--- src/sv/ffba_pkg.sv ---
// shared types and constants for the first-fit block allocator
// used by ffba_cell and first_fit_block_allocator; no dependencies
package ffba_pkg;

    localparam int POOL_BYTES   = 32768;
    localparam int HEADER_BYTES = 24;
    localparam int MAX_SEGMENTS = 64;

    localparam int OFF_W = 15;
    localparam int CNT_W = $clog2(MAX_SEGMENTS + 1);

    localparam logic [OFF_W-1:0] HDR_SZ = OFF_W'(HEADER_BYTES);

    localparam logic [1:0] ST_ALLOCATED = 2'd0;
    localparam logic [1:0] ST_NO_FIT    = 2'd1;
    localparam logic [1:0] ST_FREED     = 2'd2;
    localparam logic [1:0] ST_INVALID   = 2'd3;

    typedef struct packed {
        logic             valid;
        logic             free;
        logic [OFF_W-1:0] offset;
        logic [OFF_W-1:0] size;
    } seg_t;

    localparam seg_t SEG_EMPTY = '{valid: 1'b0, free: 1'b0, offset: '0, size: '0};
    localparam seg_t SEG_INIT  = '{valid: 1'b1, free: 1'b1, offset: '0,
                                   size: OFF_W'(POOL_BYTES - HEADER_BYTES)};

    typedef enum logic [2:0] {
        OP_IDLE,
        OP_CLEAR,
        OP_SCAN,
        OP_ALLOC,
        OP_MARK,
        OP_MERGE_R,
        OP_MERGE_L
    } cell_op_t;

    typedef struct packed {
        cell_op_t         op;
        logic             rel;
        logic [OFF_W-1:0] key;
        logic             split;
    } cell_ctrl_t;

endpackage

--- src/sv/ffba_cell.sv ---
// one segment slot of the allocator chain: holds a segment header record,
// passes the scan token and shifts records to or from its neighbors; uses ffba_pkg
module ffba_cell (
    input  logic              aclk,
    input  logic              aresetn,
    input  ffba_pkg::cell_ctrl_t ctrl,
    input  ffba_pkg::seg_t    reset_seg,
    input  ffba_pkg::seg_t    left_seg,
    input  ffba_pkg::seg_t    right_seg,
    input  logic              sel_left,
    input  logic              sel_right,
    input  logic              token_in,
    output ffba_pkg::seg_t    seg,
    output logic              token_out,
    output logic              hit,
    output logic              lost,
    output logic              sel,
    output logic              passed
);
    import ffba_pkg::*;

    seg_t seg_reg, seg_next;
    logic token_reg, token_next;
    logic sel_reg, sel_next;
    logic passed_reg, passed_next;
    logic [OFF_W:0] pay_start;
    logic match;

    assign pay_start = {1'b0, seg_reg.offset} + {1'b0, HDR_SZ};
    assign match = seg_reg.valid &&
                   (ctrl.rel ? (!seg_reg.free && pay_start == {1'b0, ctrl.key})
                             : (seg_reg.free && seg_reg.size >= ctrl.key));

    assign seg       = seg_reg;
    assign sel       = sel_reg;
    assign passed    = passed_reg;
    assign hit       = token_reg && match;
    assign lost      = token_reg && !seg_reg.valid;
    assign token_out = token_reg && seg_reg.valid && !match && (ctrl.op == OP_SCAN);

    always_comb begin
        seg_next    = seg_reg;
        token_next  = token_reg;
        sel_next    = sel_reg;
        passed_next = passed_reg;
        case (ctrl.op)
            OP_CLEAR: begin
                token_next  = token_in;
                sel_next    = 1'b0;
                passed_next = 1'b0;
            end
            OP_SCAN: begin
                token_next = token_in;
                if (token_reg && seg_reg.valid) begin
                    if (match) begin
                        sel_next = 1'b1;
                    end else begin
                        passed_next = 1'b1;
                    end
                end
            end
            OP_ALLOC: begin
                if (sel_reg) begin
                    if (ctrl.split) begin
                        seg_next.size = ctrl.key;
                    end
                    seg_next.free = 1'b0;
                end else if (sel_left && ctrl.split) begin
                    // remainder of the split segment
                    seg_next.valid  = 1'b1;
                    seg_next.free   = 1'b1;
                    seg_next.offset = left_seg.offset + HDR_SZ + ctrl.key;
                    seg_next.size   = left_seg.size - ctrl.key - HDR_SZ;
                end else if (!passed_reg && ctrl.split) begin
                    seg_next = left_seg;
                end
            end
            OP_MARK: begin
                if (sel_reg) begin
                    seg_next.free = 1'b1;
                end
            end
            OP_MERGE_R: begin
                if (sel_reg) begin
                    seg_next.size = seg_reg.size + right_seg.size + HDR_SZ;
                end else if (!passed_reg) begin
                    seg_next = right_seg;
                end
            end
            OP_MERGE_L: begin
                if (sel_right) begin
                    seg_next.size = seg_reg.size + right_seg.size + HDR_SZ;
                end else if (!passed_reg) begin
                    seg_next = right_seg;
                end
            end
            default: begin
            end
        endcase
    end

    always_ff @(posedge aclk) begin
        if (!aresetn) begin
            seg_reg    <= reset_seg;
            token_reg  <= 1'b0;
            sel_reg    <= 1'b0;
            passed_reg <= 1'b0;
        end else begin
            seg_reg    <= seg_next;
            token_reg  <= token_next;
            sel_reg    <= sel_next;
            passed_reg <= passed_next;
        end
    end

endmodule

--- config.mk ---
export PLATFORM = sky130hd
export DESIGN_NAME = ffba_cell
export DESIGN_NICKNAME = d
export VERILOG_FILES = /design/src/sv/ffba_pkg.sv /design/src/sv/ffba_cell.sv
export SDC_FILE = /design/constraint.sdc
export NUM_CORES = 1
export LEC_CHECK = 0
export BUFFER_PORTS_ARGS = -buffer_cell sky130_fd_sc_hd__buf_2
export CELL_PAD_IN_SITES_DETAIL_PLACEMENT = 2
export CELL_PAD_IN_SITES_GLOBAL_PLACEMENT = 2
export CORE_MARGIN = 1
export CORE_UTILIZATION = 34
export DETAILED_ROUTE_END_ITERATION = 7
export GPL_ROUTABILITY_DRIVEN = 0
export PLACE_DENSITY_LB_ADDON = 0.15
export SYNTH_ARGS = -nofsm -noshare
export SYNTH_HDL_FRONTEND = slang
export SYNTH_SLANG_ARGS = --single-unit
--- constraint.sdc ---
create_clock -name aclk -period 7.1 [get_ports aclk]
set_clock_uncertainty 0.2 [all_clocks]
set_input_delay 0.71 -clock aclk [delete_from_list [all_inputs] [get_ports aclk]]
set_output_delay 0.71 -clock aclk [all_outputs]
set_load 0.05 [all_outputs]
# Word-level counts from Yosys, hierarchy flattened

Cells that the tools add are included.

Add/sub/neg operators: 7
Order comparisons: 1
Equality and inequality tests: 19
Muxes and demuxes: 24
Reduce and logical (&&, ||, !) cells: 21

Operator list:

| operator                                            | number |
|---|---|
| two-way mux 32 bit                                  | 4 |
| one-hot mux 30 bit (3 select lines)                 | 1 |
| two-way mux 15 bit                                  | 5 |
| two-way mux 17 bit                                  | 2 |
| adder 15 bit                                        | 2 |
| adder 15 x 5 -> 15 bit (second input constant)      | 2 |
| adder 15 x 5 -> 16 bit (second input constant)      | 1 |
| == test 16 x 15 -> 1 bit                            | 1 |
| >= comparator 15 bit                                | 1 |
| subtractor 15 bit                                   | 1 |
| subtractor 15 x 5 -> 15 bit (second input constant) | 1 |
| != test 3 bit (second input constant)               | 4 |
| logical AND 1 bit                                   | 10 |
| AND reduction 5 bit                                 | 2 |
| == test 3 bit (second input constant)               | 3 |
| AND reduction 3 bit                                 | 3 |
| two-way mux 1 bit                                   | 8 |
| != test 4 bit (second input constant)               | 2 |
| == test 3 x 2 -> 1 bit (second input constant)      | 2 |
| != test 2 bit (second input constant)               | 3 |
| != test 5 x 1 -> 1 bit (second input constant)      | 1 |
| != test 5 bit (second input constant)               | 1 |
| logical NOT 1 bit                                   | 4 |
| != test 4 x 1 -> 1 bit (second input constant)      | 1 |
| other kinds (6)                                     | 7 |

Bits in registers: 35
Output and inout bits: 37
Logic and storage cells: 79

# Depth between registers and ports, before layout

Depth after elaboration: 8
Mapped depth: 12

# Least setup slack after synthesis

Ideal clock, no wire load.

Path type: register to output
Start point: reg seg_reg (netlist bit seg[18])
End point: out hit
Arrival: 2.706 ns
Required time: 6.190 ns
Path slack: 3.484 ns
Cell stages (with the launch flop): 9
Buffers on the path: 0
Cell sequence: edfxtp_1 -> inv_1 -> ha_1 -> or3b_4 -> nor3_2 -> xnor2_1 -> nor4_2 -> a31oi_2 -> nor2_1

Longest elaborated chain between the ends: 6

RTL lines:

| what                     | line             | source |
|---|---|---|
| start: declaration       | ffba_cell.sv:22  | `seg_t seg_reg, seg_next;` |
| start signal: assignment | ffba_cell.sv:104 | `seg_reg <= reset_seg;` |
| start signal: assignment | ffba_cell.sv:109 | `seg_reg <= seg_next;` |
| adder 15 x 5 -> 16 bit   | ffba_cell.sv:29  | `assign pay_start = {1'b0, seg_reg.offset} + {1'b0, HDR_SZ};` |
| == test 16 x 15 -> 1 bit | ffba_cell.sv:31  | `(ctrl.rel ? (!seg_reg.free && pay_start == {1'b0, ctrl.key})` |
| logical AND 1 bit        | ffba_cell.sv:31  |  |
| two-way mux 1 bit        | ffba_cell.sv:31  |  |
| logical AND 1 bit        | ffba_cell.sv:30  | `assign match = seg_reg.valid &&` |
| logical AND 1 bit        | ffba_cell.sv:37  | `assign hit = token_reg && match;` |
| end: declaration         | ffba_cell.sv:15  | `output logic hit,` |

No other way between the ends.

# Worst setup path after layout

Same ends and word-level chain as after synthesis.

==> impl_metrics.yaml <==
timing:
  fin_crit_sh: 0.533
  setup-violations-final: 0
  relSlewSlack: 0.307
  maxSlewViolCount: 0
  fmax_mhz: 264
  hold_viol: 0
  worst_pin_slew_ns: 1.04
  tns_ns: 0
  rsz0062_at_grt: "no"
  period_minus_slack_ns: 3.78
  worst_slack_ns: 3.32
job:
  cap_viol_max_count: 0
power:
  power.leakage_nw: 3.32
  p_switching_mw: 0.545
  p_clk_frac: 0.190
  seq_power_share: 0.249
  p_comb_frac: 0.561
  p_int_mw: 0.637
  sw_frac_of_total: 0.461
  power_density_nw_per_um2: 164
  ir_worst_vdd_uv: 87.3
floorplanning:
  die_x_um: 136
  boundaryPins: 158
  die_h_um: 136
  rows: 48
  dieArea_sq_um: 18500
  core_area_sq_um: 17400
  initial_utilization: 0.350
worst_setup_path:
  crit_chain: "inv_1 -> ha_1 -> xnor2_1 -> nor4_1 -> nand4_1 -> nor4_2 -> a31oi_2 -> nor2_1 -> buf_2"
  worstSetupPathType: "reg -> out"
  cpLargestDelayFamily: "simple AND/OR/NAND/NOR gates"
  rrSetupSlack_ns: 3.68
  crit_arrival_ns: 2.87
  cp.required_ns: 6.19
  crit_slowest_cell: "nor4_1"
  rr_worst_depth: 10
  timing.rr.end: "seg[11]$_DFFE_PP_"
  crit_buf_inv: 2
  r2r-start: "seg[1]$_DFFE_PP_"
  crit_path_end_kind: "primary output"
  cp_max_fo: 5
  startpoint: "seg[18]$_DFFE_PP_"
  cpPeakStageDelay_ns: 0.54
  cp.depth: 9
  start_kind: "register"
  crit_path_end: "hit"
route:
  via_count: 6420
  viasPerCell: 5.67
  wire_per_inst_um: 20.4
  wl_mm: 23.1
  drcViolationCount: 0
  drtPass1Iterations: 4
  drtAntennaViolNets: 0
  drt_iter0_drc: 167
place:
  place_inst: 1124
  placed_cell_area_sq_um: 7060
  io_buffer_count: 157
  pre_cts_ws_ns: 3.13
  hpwl_mm: 18.5
synth:
  post_synth.cell_area_avg_sq_um: 7.91
  synthCells: 770
  ys_warn_count: 0
  synth.yosys.seq_area_share: 0.168
  synthFlopType: "edfxtp_1"
  synth_area_sq_um: 6090
  synth_edf_count: 32
  ys_types: 73
  async_reset_ff_frac: 0
  synth_area_leader_cell: "ha_1"
  synth_most_common_cell: "ha_1"
  netlist.area_leader.share: 0.199
  ys_ff_latch: 35
  synth.cells.most_frequent: "ha_1, inv_1, o21ai_0"
  synthTopCellsByArea: "ha_1, edfxtp_1, mux2i_1"
  synthesis.nets: 991
cts:
  clock-sinks: 35
  cts_hold_buffers: 0
  post_cts.repair.setup_buffers: 0
  tritoncts: "built"
  h-tree-depth: 2
  cts_root_buffer: "clkbuf_16"
  cts_resized: 0
  cts_buffers: 5
  clkLatencyLatePin_ns: 0.29
  cts.path.max_buffers: 2
  path_clk_slew_ns: 0.06
outcome:
  status: "completed"
layout:
  drive_above_1_share: 0.208
  area_delta_synth_final_pct: 18.2
  final_util: 0.413
  finalNonFillerCells: 1133
  fin_area_sq_um: 7200
  fin_nets: 1127
  nFillCells: 2027
  largest_reg_flops: 32
worst_hold_path:
  hold_class: "reg -> reg"
  hp-start: "token_reg$_SDFFE_PN0P_"
global_route:
  grt_pass1_wl_mm: 36.3
  grt_usage: 0.252
  grt_max_degree: 69
  grt_pass1_vias: 7001
  antenna_found_initial: 0
  overflow: 0
[metal layers]
layer	track usage	vias to the layer above	routed length, um
met5	0	-	0
met4	0.0494	0	285
met3	0.0309	20	724
met2	0.490	128	12200
met1	0.292	3168	9920
li1	-	3104	-
[cell usage in the layout, fill, tap and decap left out, types with 6 or more instances in the layout]
cell type / instances
a211oi_1: 17
a21o_1: 15
a21oi_1: 55
a31oi_1: 15
and2_1: 7
buf_2: 157
buf_4: 6
edfxtp_1: 32
ha_1: 97
inv_1: 80
mux2_2: 7
mux2i_1: 36
nand2_1: 56
nand2b_1: 7
nand3_1: 13
nand4_1: 6
nor2_1: 44
nor2b_1: 10
nor3_1: 17
o211ai_1: 15
o21ai_0: 63
o21bai_1: 6
o22ai_1: 6
xnor2_1: 29
xor2_1: 17
[layout make-up]
| type | count | area (sq um) | share of cell area |
|---|---|---|---|
| diodes | 1 | 2.50 | 0.000348 |
| repair buffers | 163 | 831 | 0.115 |
| inverters | 80 | 300 | 0.0417 |
| clock buffers | 6 | 129 | 0.0179 |
| flip-flops and latches | 35 | 1020 | 0.142 |
| multi-input cells | 621 | 4630 | 0.643 |
| clock inverters | 2 | 7.51 | 0.00104 |
| well taps | 225 | 282 | 0.0391 |
[worst min-delay path, cell delays in order, from the launching register on]
cell and delay (ns):
dfxtp_1 0.33, mux2i_1 0.14, nor2b_1 0.06
[cell families (layout without fill, tap and decap cells)]
logic type,Yosys count,count (layout),share of synthesized area
mux,43,43,0.0721
compound gates,241,241,0.254
buf+inv,114,251,0.0729
simple gates,191,191,0.159
other cells,0,1,0
flops,35,35,0.168
xor+xnor,46,46,0.0661
fa+ha+maj,100,100,0.209
[worst min-delay path by stage]
stage / endpoint / slack [ns] / cells after the start
after detailed placement: token_reg$_SDFFE_PN0P_ / 0.36 / 2
after global routing: token_reg$_SDFFE_PN0P_ / 0.40 / 2
after CTS: token_reg$_SDFFE_PN0P_ / 0.38 / 2
after floorplan: token_reg$_SDFFE_PN0P_ / 0.30 / 2
after global placement: token_reg$_SDFFE_PN0P_ / 0.32 / 2
final: token_reg$_SDFFE_PN0P_ / 0.38 / 2
[metrics by stage]
step / power [mW] / hold slack, ns
after floorplan: 0.753 / 0.300
after global placement: 0.920 / 0.324
after detailed placement: 0.962 / 0.364
after CTS: 1.20 / 0.377
after global routing: 1.27 / 0.399
final: 1.18 / 0.381
[power groups by stage]
stage | Sequential, mW | Clock [mW] | Combinational, mW
6_report | 0.295 | 0.224 | 0.663
5_1_grt | 0.298 | 0.237 | 0.730
4_1_cts | 0.296 | 0.232 | 0.669
3_5_place_dp | 0.300 | 0 | 0.662
3_3_place_gp | 0.297 | 0 | 0.623
2_1_floorplan | 0.360 | 0 | 0.393
Power figures use the tool's default switching activity.
